`src/sv/fpconv_pkg.sv`:
```
`timescale 1ns / 1ps
// ----------------------------------------------------------------------------
// fpconv_pkg
// Shared types and constants for the fp16 / bf16 / fp32 format converter.
// ----------------------------------------------------------------------------
package fpconv_pkg;

    // operation codes
    localparam logic [1:0] OP_H2F = 2'd0;  // fp16 -> fp32
    localparam logic [1:0] OP_B2F = 2'd1;  // bf16 -> fp32
    localparam logic [1:0] OP_F2H = 2'd2;  // fp32 -> fp16
    localparam logic [1:0] OP_F2B = 2'd3;  // fp32 -> bf16

    // format constants
    localparam logic [7:0]  F32_EXP_ALL = 8'hFF;
    localparam logic [4:0]  H_EXP_ALL   = 5'h1F;
    localparam logic [15:0] H_INF       = 16'h7C00;
    localparam logic [15:0] H_QNAN_BIT  = 16'h0200;
    localparam logic [15:0] BF_INF      = 16'h7F80;
    localparam logic [15:0] BF_QNAN_BIT = 16'h0040;

    // fp32 exponent bias minus fp16 exponent bias
    localparam logic [7:0]  H_BIAS_DIFF = 8'd112;

    // input word
    typedef struct packed {
        logic [1:0]  req_type;
        logic [31:0] value_in;
    } req_t;

    // result word
    typedef struct packed {
        logic [31:0] value_out;
        logic        not_finite;
    } rsp_t;

endpackage

```
`src/sv/fp16_bf16_fp32_converter.sv`:
```
`timescale 1ns / 1ps
// Path: an accepted input word passes the input register, then the result register.
// Throughput: one word per cycle; the input register and the result register
// advance together, so the input stalls only while a result sits stalled and
// the input register is full.
// Reset: rst_n clears both valid flags; the data registers are not reset.
// ----------------------------------------------------------------------------
// fp16_bf16_fp32_converter
// Converts between fp16, bf16 and fp32, one word per clock while results are not stalled.
// ----------------------------------------------------------------------------
module fp16_bf16_fp32_converter
    import fpconv_pkg::*;
(
    input  logic clk,
    input  logic rst_n,
    input  logic req_valid,
    output logic req_stall,
    input  req_t req,
    output logic rsp_valid,
    input  logic rsp_stall,
    output rsp_t rsp
);

    logic in_valid_reg;
    req_t in_reg;
    logic out_valid_reg;
    rsp_t out_reg;
    logic out_move;
    rsp_t widen_rsp;
    rsp_t narrow_rsp;
    rsp_t out_next;

    // handshake
    assign out_move  = !out_valid_reg || !rsp_stall;
    assign req_stall = in_valid_reg && !out_move;

    // input register, fills whenever the input side is not stalled
    always_ff @(posedge clk or negedge rst_n)
    begin
        if (!rst_n)
        begin
            in_valid_reg <= 1'b0;
        end
        else if (!req_stall)
        begin
            in_valid_reg <= req_valid;
        end
    end

    always_ff @(posedge clk)
    begin
        if (!req_stall && req_valid)
        begin
            in_reg <= req;
        end
    end

    // conversion units
    fpconv_widen u_widen
    (
        .req (in_reg),
        .rsp (widen_rsp)
    );

    fpconv_narrow u_narrow
    (
        .req (in_reg),
        .rsp (narrow_rsp)
    );

    assign out_next = (in_reg.req_type == OP_H2F || in_reg.req_type == OP_B2F)
                      ? widen_rsp : narrow_rsp;

    // result register
    always_ff @(posedge clk or negedge rst_n)
    begin
        if (!rst_n)
        begin
            out_valid_reg <= 1'b0;
        end
        else if (out_move)
        begin
            out_valid_reg <= in_valid_reg;
        end
    end

    always_ff @(posedge clk)
    begin
        if (out_move && in_valid_reg)
        begin
            out_reg <= out_next;
        end
    end

    assign rsp_valid = out_valid_reg;
    assign rsp       = out_reg;

endmodule

```
`src/sv/fpconv_widen.sv`:
```
`timescale 1ns / 1ps
// ----------------------------------------------------------------------------
// fpconv_widen
// Widens fp16 or bf16 to fp32; fp16 subnormals are normalized exactly.
// ----------------------------------------------------------------------------
module fpconv_widen
    import fpconv_pkg::*;
(
    input  req_t req,
    output rsp_t rsp
);

    logic        h_sign;
    logic [4:0]  h_exp;
    logic [9:0]  h_frac;
    logic [3:0]  msb;
    logic [3:0]  norm_sh;
    logic [9:0]  norm_frac;
    logic [7:0]  norm_exp;
    logic [31:0] h_res;
    logic [31:0] b_res;

    assign h_sign = req.value_in[15];
    assign h_exp  = req.value_in[14:10];
    assign h_frac = req.value_in[9:0];

    // leading one of the subnormal fraction
    always_comb
    begin
        msb = 4'd0;
        for (int i = 0; i < 10; i++)
        begin
            if (h_frac[i])
            begin
                msb = 4'(i);
            end
        end
    end

    // normalize: shift the leading one out past bit 9
    assign norm_sh   = 4'd10 - msb;
    assign norm_frac = h_frac << norm_sh;
    assign norm_exp  = 8'd103 + {4'b0000, msb};

    // fp16 -> fp32
    always_comb
    begin
        if (h_exp == 5'd0)
        begin
            if (h_frac == 10'd0)
            begin
                h_res = {h_sign, 31'd0};
            end
            else
            begin
                h_res = {h_sign, norm_exp, norm_frac, 13'd0};
            end
        end
        else if (h_exp == H_EXP_ALL)
        begin
            h_res = {h_sign, F32_EXP_ALL, h_frac, 13'd0};
        end
        else
        begin
            h_res = {h_sign, {3'b000, h_exp} + H_BIAS_DIFF, h_frac, 13'd0};
        end
    end

    // bf16 -> fp32
    assign b_res = {req.value_in[15:0], 16'd0};

    // select by operation
    always_comb
    begin
        if (req.req_type == OP_B2F)
        begin
            rsp.value_out  = b_res;
            rsp.not_finite = (req.value_in[15:0] & BF_INF) == BF_INF;
        end
        else
        begin
            rsp.value_out  = h_res;
            rsp.not_finite = h_exp == H_EXP_ALL;
        end
    end

endmodule

```
`src/sv/fpconv_narrow.sv`:
```
`timescale 1ns / 1ps
// ----------------------------------------------------------------------------
// fpconv_narrow
// Narrows fp32 to fp16 or bf16 with round to nearest, ties to even.
// ----------------------------------------------------------------------------
module fpconv_narrow
    import fpconv_pkg::*;
(
    input  req_t req,
    output rsp_t rsp
);

    logic        sign;
    logic [7:0]  f_exp;
    logic [22:0] f_frac;
    logic [4:0]  sub_sh;
    logic [24:0] man;
    logic [24:0] man_shr;
    logic [24:0] sub_bias;
    logic [24:0] sub_rnd;
    logic [24:0] sub_out;
    logic [23:0] nrm_rnd;
    logic [4:0]  he;
    logic [15:0] h_res;
    logic [31:0] b_sum;
    logic [15:0] b_res;
    logic        src_nf;

    assign sign   = req.value_in[31];
    assign f_exp  = req.value_in[30:23];
    assign f_frac = req.value_in[22:0];
    assign src_nf = f_exp == F32_EXP_ALL;

    // subnormal fp16 path, shift of 14..24
    assign sub_sh   = 5'(8'd126 - f_exp);
    assign man      = {2'b01, f_frac};
    assign man_shr  = man >> sub_sh;
    assign sub_bias = (25'd1 << (sub_sh - 5'd1)) - 25'd1;
    assign sub_rnd  = man + sub_bias + {24'd0, man_shr[0]};
    assign sub_out  = sub_rnd >> sub_sh;

    // normal fp16 path
    assign nrm_rnd = {1'b0, f_frac} + 24'h000FFF + {23'd0, f_frac[13]};
    assign he      = 5'(f_exp - H_BIAS_DIFF);

    // fp32 -> fp16
    always_comb
    begin
        if (src_nf)
        begin
            h_res = {sign, 15'd0} | H_INF | ((f_frac != 23'd0) ? H_QNAN_BIT : 16'd0);
        end
        else if (f_exp >= 8'd143)
        begin
            h_res = {sign, 15'd0} | H_INF;
        end
        else if (f_exp < 8'd102)
        begin
            h_res = {sign, 15'd0};
        end
        else if (f_exp <= H_BIAS_DIFF)
        begin
            h_res = {sign, 4'd0, sub_out[10:0]};
        end
        else if (nrm_rnd[23])
        begin
            h_res = {sign, he + 5'd1, 10'd0};
        end
        else
        begin
            h_res = {sign, he, nrm_rnd[22:13]};
        end
    end

    // fp32 -> bf16
    assign b_sum = req.value_in + 32'h0000_7FFF + {31'd0, req.value_in[16]};

    always_comb
    begin
        if (src_nf && (f_frac != 23'd0))
        begin
            b_res = req.value_in[31:16] | BF_QNAN_BIT;
        end
        else
        begin
            b_res = b_sum[31:16];
        end
    end

    // select by operation
    always_comb
    begin
        if (req.req_type == OP_F2B)
        begin
            rsp.value_out  = {16'd0, b_res};
            rsp.not_finite = src_nf || ((b_res & BF_INF) == BF_INF);
        end
        else
        begin
            rsp.value_out  = {16'd0, h_res};
            rsp.not_finite = src_nf || ((h_res & H_INF) == H_INF);
        end
    end

endmodule

```
`config.mk`:
```
export PLATFORM = sky130hd
export DESIGN_NAME = fp16_bf16_fp32_converter
export DESIGN_NICKNAME = d
export VERILOG_FILES = /design/src/sv/fpconv_pkg.sv /design/src/sv/fp16_bf16_fp32_converter.sv /design/src/sv/fpconv_widen.sv /design/src/sv/fpconv_narrow.sv
export SDC_FILE = /design/constraint.sdc
export NUM_CORES = 1
export LEC_CHECK = 0
export ABC_AREA = 1
export BUFFER_PORTS_ARGS = -buffer_cell sky130_fd_sc_hd__buf_2
export CORE_MARGIN = 4
export CORE_UTILIZATION = 55
export CTS_CLUSTER_SIZE = 24
export DETAILED_ROUTE_END_ITERATION = 10
export PLACE_DENSITY = 0.75
export RECOVER_POWER = 100
export SLEW_MARGIN = 15
export SYNTH_ARGS = -nofsm -noshare
export SYNTH_HDL_FRONTEND = slang
export SYNTH_SLANG_ARGS = --single-unit
```
`constraint.sdc`:
```
create_clock -name clk -period 5.8 [get_ports clk]
set_input_delay 1.16 -clock clk [delete_from_list [all_inputs] [get_ports clk]]
set_output_delay 1.16 -clock clk [all_outputs]
set_load 0.005 [all_outputs]
```
==> results of run 1 <==
layout by cell type, fill, tap and decap left out, types with 3 or more instances in the layout:
cell	instances
nand2_1	352
inv_1	187
nand3_1	121
nor2_1	95
o21ai_0	82
edfxtp_1	67
a21oi_1	65
ha_1	55
buf_2	52
nor3_1	25
clkbuf_1	21
buf_4	16
xor2_1	14
a31oi_1	13
nand4_1	11
clkbuf_16	9
inv_2	8
o211ai_1	8
nand2_2	7
nand3_2	7
nor2_2	6
nand3b_1	5
a221oi_1	4
xnor2_1	4
o21ai_1	3
clkinv_1	3
nor4_1	3
clkinvlp_4	3
a211oi_1	3
a22oi_1	3
or2_2	3
cells by family after synthesis:
family	count (synthesis)
muxes	1
AOI/OAI and AO/OA	197
and+or+nand+nor	641
xor gates and xnor gates	19
buffers and inverters	226
DFF	69
adders and majority gates	57
path summary, 6_finish.rpt:
| check | startpoint | end | slack, ns | cells after the start |
|---|---|---|---|---|
| setup / recovery | in_reg[24]$_DFFE_PP_ | rsp[0]$_DFFE_PP_ | 0.49 | 34 |
| hold / removal | in_valid_reg$_DFFE_PN0N_ | rsp_valid$_DFFE_PN0N_ | 0.46 | 2 |
| setup reg to reg | in_reg[24]$_DFFE_PP_ | rsp[0]$_DFFE_PP_ | 0.49 | 34 |
| hold reg to reg | in_valid_reg$_DFFE_PN0N_ | rsp_valid$_DFFE_PN0N_ | 0.46 | 2 |
| max in group asynchronous | rst_n | rsp_valid$_DFFE_PN0N_ | 5.08 | 1 |
| min in group asynchronous | rst_n | in_valid_reg$_DFFE_PN0N_ | 0.60 | 1 |
power by group through the flow:
stage / Combinational, mW / Sequential (mW) / Clock [mW]
detailed placement: 0.901 / 0.654 / 0
global placement: 0.901 / 0.653 / 0
finish: 0.936 / 0.649 / 0.545
global route: 1.04 / 0.653 / 0.574
floorplan: 0.645 / 0.646 / 0
CTS: 0.908 / 0.644 / 0.544
critical path: cells and delay by family, from the launching register on:
family | cells | cell delay, ns
adder cells (fa/ha/maj) | 3 | 1.00
AND/OR/NAND/NOR | 27 | 3.16
flip-flops | 1 | 0.47
buffers and inverters | 4 | 0.42
layout make-up:
cell class / instances / share of cell area
clock buffer: 10 / 0.0268
clock inverter: 6 / 0.00746
inverter: 199 / 0.0877
multi-input combinational: 915 / 0.558
sequential: 69 / 0.241
tap: 176 / 0.0257
timing repair buffer: 89 / 0.0537
metal layers:
metal / wire, um / vias up / global-route usage / part of all wire
li1: - / 4133 / - / -
met5: 0 / - / 0 / 0
met4: 677 / 0 / 0.0770 / 0.026
met1: 10900 / 3927 / 0.454 / 0.42
met2: 11600 / 547 / 0.510 / 0.44
met3: 2990 / 63 / 0.0605 / 0.11
timing repair:
| item | 4_1_cts | 5_1_grt |
|---|---|---|
| setup buffers | 0 | 5 |
| endpoints found under the setup margin | 0 | 3 |
| resized for setup | 0 | 5 |
metrics by stage:
stage	area [um2]	hold slack [ns]	worst slack, ns	util	instances
2_1_floorplan	7680	0.433	0.481	-	1210
3_3_place_gp	8250	0.471	0.545	0.614	1443
3_5_place_dp	8250	0.478	0.574	0.614	1443
4_1_cts	8550	0.491	0.546	0.635	1459
5_1_grt	8560	0.484	0.0291	0.636	1464
6_report	8560	0.458	0.490	0.636	1464
==> results.txt, run 1 <==
----------------------------------------------------
[Yosys]
  Cell type contributing the most total cell area after synthesis ... edfxtp_1
  Fraction of post-synthesis cell area in the top cell type by area ... 0.262
  Post-Syn Instances ... 1210
  Synthesis-stage register bit count ... 69
  Async set-reset flop share out of synthesis ... 0.0290
  Area fraction in compound gates after synthesis ... 0.143
  Sequential fraction of the synthesis area ... 0.268
  Post-synth EDFFs ... 67
  Post-Synthesis Cell Area ... 0.00768 mm2
  Simple-Gate Fraction of Synth Area ... 0.358
  Largest family of logic cells by synthesized area ... simple AND/OR/NAND/NOR gates
  Yosys synthesis warning count ... 0
  Netlist cell types ... 48
  Post-synthesis mux area share ... 0.00130
  Primary flip-flop cell chosen by synthesis mapping ... edfxtp_1
  Leading cell types by total area after synthesis ... edfxtp_1 26%, nand2_1 17%, inv_1 9.2%, ha_1 9.1%, nand3_1 7.9%
  Avg Inst Size Synth ... 6.35 um2
  Area share of fa/ha/maj cells after synthesis ... 0.0938
  Share of the synthesized netlist area taken by xor and xnor gates ... 0.0241
  List of most frequent post-synthesis cells ... 352 x nand2_1, 188 x inv_1, 121 x nand3_1
  Post-Synthesis Net Count ... 1305
  Top-count cell post-synth ... nand2_1

[Critical path]
  Most used cell along the critical path ... nand2_1
  Required time worst endpoint ... 5.90 ns
  Critical path startpoint category ... flip-flop
  Critical path arrival ... 5.41 ns
  Type of the worst setup path ... reg -> reg
  Endpoint type of the worst setup path ... flip-flop
  Largest incremental delay on the critical path ... 0.47 ns
  Critical path's slowest cell ... edfxtp_1
  Critical Path Fanout Max ... 8

[Global routing]
  Vias in the first global route ... 7733
  Antenna violations before repair ... 0
  Total overflow reported by the global router ... 0
  Global-route wire length before repair ... 41.0 mm
  Pin count of the biggest net entering global routing ... 35
  Overall global routing resource usage ... 0.321

[Layout]
  Number of antenna diodes ... 0
  # fillers ... 1330
  Area growth, synth to finish ... 11.4%
  Final Net Count ... 1378
  Reg area ... 0.00206 mm2
  Fraction of final layout cells with drive strength greater than 1 ... 0.0939
  Number of flip-flops in the largest register ... 34
  Multi-input logic area ... 0.00477 mm2

[Clocking]
  Clock tree from TritonCTS ... done
  Clk slew on worst S/H paths ... 0.06 ns
  Max clock buf depth ... 2
  H-tree level count ... 3
  Clock latency on the worst-skew pair ... 0.34 ns
  Hold buffer count at CTS ... 0
  CTS Root Buffer Type ... clkbuf_16
  TritonCTS sink count ... 69
  TritonCTS Buffers ... 9

[Pwr]
  Pleak ... 4.22 nW
  Proportion of power drawn by combinational gates ... 0.439
  Final Power ... 2.13 mW
  Reg power frac ... 0.305
  Power density normalized to cell area ... 249 mW/mm2
  Worst supply voltage drop on vdd ... 0.146 mV
  Net switching power ... 887 uW
  Internal power contribution ... 1.24 mW
  Switching part of the total power ... 0.416
  Clk pwr share ... 0.256

[STA]
  Maximum operating frequency ... 0.188 GHz
  Worst relative slew slack ... -1.18
  Total Negative Setup Slacks ... 0 ns
  Final Max Tran Viols ... 69
  Period Utilization, post-route ... 0.915
  Hold violation count in the final report ... 0
  RSZ-0062 raised after global routing ... false
  Final min period ... 5.31 ns
  Worst Skew ... 0.0115 ns
  Setup Viol. Count Final ... 0
  Transition at the pin with the smallest max-transition slack ... 3.27 ns

[Detailed routing]
  DRC violations left ... 0
  Detailed-route wire length per cell ... 17.8 um
  Antenna Violating Nets Remaining ... 0
  Routed Wire Length ... 26.1 mm
  Routed via count ... 8670
  Pre-antenna DRT Iters ... 7
  Via density per instance ... 5.92
  Violation count after the first detailed-routing iteration ... 1512

[Die]
  Placeable core region ... 0.0135 mm2
  DIE WIDTH ... 126 um
  Initial core utilization ... 0.571
  Top-level port count ... 73
  Die Outline Area ... 0.0159 mm2
  Vertical die dimension ... 126 um
  Placement Rows ... 42

[Placed design]
  RD Place Congestion ... 1.07
  Hpwl dp ... 20.7 mm
  Port Buffers ... 72

[Outcome]
  Result of the run ... finished, violations left
  Violated checks ... max-capacitance violations, max-slew violations

[Job]
  Max-cap check violation count ... 2

[Hold path]
  Type of the worst min-delay path ... reg -> reg

----------------------------------------------------
Note: power is estimated with default switching activity, not from simulation.
==> run 2: changes to the inputs <==
--- a/config.mk
+++ b/config.mk
@@ -12,7 +12,6 @@
 export CTS_CLUSTER_SIZE = 24
 export DETAILED_ROUTE_END_ITERATION = 10
 export PLACE_DENSITY = 0.75
-export RECOVER_POWER = 100
 export SLEW_MARGIN = 15
 export SYNTH_ARGS = -nofsm -noshare
 export SYNTH_HDL_FRONTEND = slang
==> results.txt, run 2 (same netlist as run 1, synthesis figures left out) <==
----------------------------------------------------
[STA]
  Maximum operating frequency ... 0.187 GHz
  Worst relative slew slack ... 0.250
  RSZ-0062 raised after global routing ... false
  Total Negative Setup Slacks ... 0 ns
  Worst Skew ... 0.0135 ns
  Transition at the pin with the smallest max-transition slack ... 1.12 ns
  Period Utilization, post-route ... 0.920
  Final min period ... 5.33 ns
  Hold violation count in the final report ... 0
  Final Max Tran Viols ... 0
  Setup Viol. Count Final ... 0

[Detailed routing]
  Via density per instance ... 5.91
  Detailed-route wire length per cell ... 17.8 um
  Routed via count ... 8659
  Antenna Violating Nets Remaining ... 0
  Pre-antenna DRT Iters ... 6
  Routed Wire Length ... 26.1 mm
  Violation count after the first detailed-routing iteration ... 1447
  DRC violations left ... 0

[Die]
  Placeable core region ... 0.0135 mm2
  Vertical die dimension ... 126 um
  Initial core utilization ... 0.571
  Placement Rows ... 42
  Die Outline Area ... 0.0159 mm2
  DIE WIDTH ... 126 um
  Top-level port count ... 73

[Global routing]
  Pin count of the biggest net entering global routing ... 35
  Antenna violations before repair ... 0
  Global-route wire length before repair ... 41.0 mm
  Total overflow reported by the global router ... 0
  Overall global routing resource usage ... 0.321
  Vias in the first global route ... 7733

[Critical path]
  Slack of the worst reg-to-reg path ... 0.47 ns
  Capture instance of the worst register-to-register path ... rsp[0]$_DFFE_PP_
  Endpoint type of the worst setup path ... flip-flop
  Crit Reg-Reg Startpoint ... in_reg[24]$_DFFE_PP_
  Largest incremental delay on the critical path ... 0.47 ns
  Crit path from ... in_reg[24]$_DFFE_PP_
  End point of the critical path ... rsp[0]$_DFFE_PP_
  Critical path startpoint category ... flip-flop
  Required time worst endpoint ... 5.90 ns
  Cell family contributing the most delay on the critical path ... simple AND/OR/NAND/NOR gates
  Critical path arrival ... 5.43 ns
  Critical path's slowest cell ... edfxtp_1
  Stages on worst setup path ... 33
  Critical Path Fanout Max ... 8
  Type of the worst setup path ... reg -> reg
  Combined buffer and inverter count along the critical path ... 4
  Most used cell along the critical path ... nand2_1
  Worst Reg-to-Reg Cells ... 33

[Pwr]
  Proportion of power drawn by combinational gates ... 0.440
  Pleak ... 4.28 nW
  Switching part of the total power ... 0.417
  Worst supply voltage drop on vdd ... 0.148 mV
  Clk pwr share ... 0.257
  Power density normalized to cell area ... 248 mW/mm2
  Net switching power ... 890 uW
  Internal power contribution ... 1.25 mW
  Reg power frac ... 0.302

[Placed design]
  Standard cell area after detailed placement ... 0.00825 mm2
  Hpwl dp ... 20.7 mm
  Port Buffers ... 72
  RD Place Congestion ... 1.07

[Layout]
  Leading cell types in the layout, fill and taps excluded ... 352 x nand2_1, 187 x inv_1, 121 x nand3_1, 95 x nor2_1, 80 x o21ai_0
  Number of flip-flops in the largest register ... 34
  Commonest non-fill, non-tap cell in the layout ... nand2_1
  Post-layout instance area ... 0.00860 mm2
  Number of antenna diodes ... 0
  Final Net Count ... 1378
  Fraction of final layout cells with drive strength greater than 1 ... 0.111
  Area growth, synth to finish ... 11.9%

[Clocking]
  Hold buffer count at CTS ... 0
  Clock tree from TritonCTS ... done
  Max clock buf depth ... 2
  CTS Root Buffer Type ... clkbuf_16
  TritonCTS Buffers ... 9
  Clock latency on the worst-skew pair ... 0.35 ns
  H-tree level count ... 3
  TritonCTS sink count ... 69
  Clk slew on worst S/H paths ... 0.06 ns

[Job]
  Max-cap check violation count ... 0

[Outcome]
  Result of the run ... finished, final reports clean

[Hold path]
  Type of the worst min-delay path ... reg -> reg

----------------------------------------------------
run 2: final cells by class:
| type | count | area, um2 |
|---|---|---|
| multi-input combinational | 915 | 4780 |
| inverter | 199 | 751 |
| timing repair buffer | 89 | 488 |
| clock buffer | 10 | 229 |
| tap | 176 | 220 |
| clock inverter | 6 | 63.8 |
| fill | 1315 | 4850 |
| sequential | 69 | 2060 |
run 2: worst min-delay path by stage:
| stage | startpoint | endpoint | cells after the start |
|---|---|---|---|
| final | in_valid_reg$_DFFE_PN0N_ | rsp_valid$_DFFE_PN0N_ | 2 |
| after global routing | in_valid_reg$_DFFE_PN0N_ | rsp_valid$_DFFE_PN0N_ | 2 |
| after global placement | in_valid_reg$_DFFE_PN0N_ | rsp_valid$_DFFE_PN0N_ | 2 |
| after detailed placement | in_valid_reg$_DFFE_PN0N_ | rsp_valid$_DFFE_PN0N_ | 2 |
| after floorplan | in_valid_reg$_DFFE_PN0N_ | rsp_valid$_DFFE_PN0N_ | 2 |
| after CTS | in_valid_reg$_DFFE_PN0N_ | rsp_valid$_DFFE_PN0N_ | 2 |
run 2: worst reg2reg max path: cells and delay by family (launching register included):
family	cells	cell delay [ns]
simple gates	25	2.86
fa+ha+maj	3	0.99
flops	1	0.47
buf+inv	4	0.40
compound gates	1	0.38
run 2: power by group through the flow:
stage / combinational, mW / sequential, mW / clock, mW
2_1_floorplan: 0.645 / 0.646 / 0
3_3_place_gp: 0.901 / 0.653 / 0
3_5_place_dp: 0.901 / 0.654 / 0
4_1_cts: 0.908 / 0.644 / 0.544
5_1_grt: 1.05 / 0.650 / 0.574
6_report: 0.941 / 0.646 / 0.549
run 2: timing repair:
action | CTS | global route
buffers inserted | 0 | 5
endpoints found under the setup margin | 0 | 3
hold endpoints to repair | 0 | 0
resized for setup | 0 | 5
run 2: metrics by stage:
| stage | std cells | worst slack, ns | util | hold WS (ns) | power, mW |
|---|---|---|---|---|---|
| finish | 1464 | 0.465 | 0.639 | 0.488 | 2.14 |
| global route | 1464 | 0.0291 | 0.639 | 0.514 | 2.27 |
| CTS | 1459 | 0.546 | 0.635 | 0.491 | 2.10 |
| detailed placement | 1443 | 0.574 | 0.614 | 0.478 | 1.56 |
| global placement | 1443 | 0.545 | 0.614 | 0.471 | 1.55 |
| floorplan | 1210 | 0.481 | - | 0.433 | 1.29 |
run 2: per-layer routing:
layer	global-route usage	routed length, um
met4	0.0770	655
met1	0.454	10700
met2	0.510	11600
met3	0.0605	3100
met5	0	0
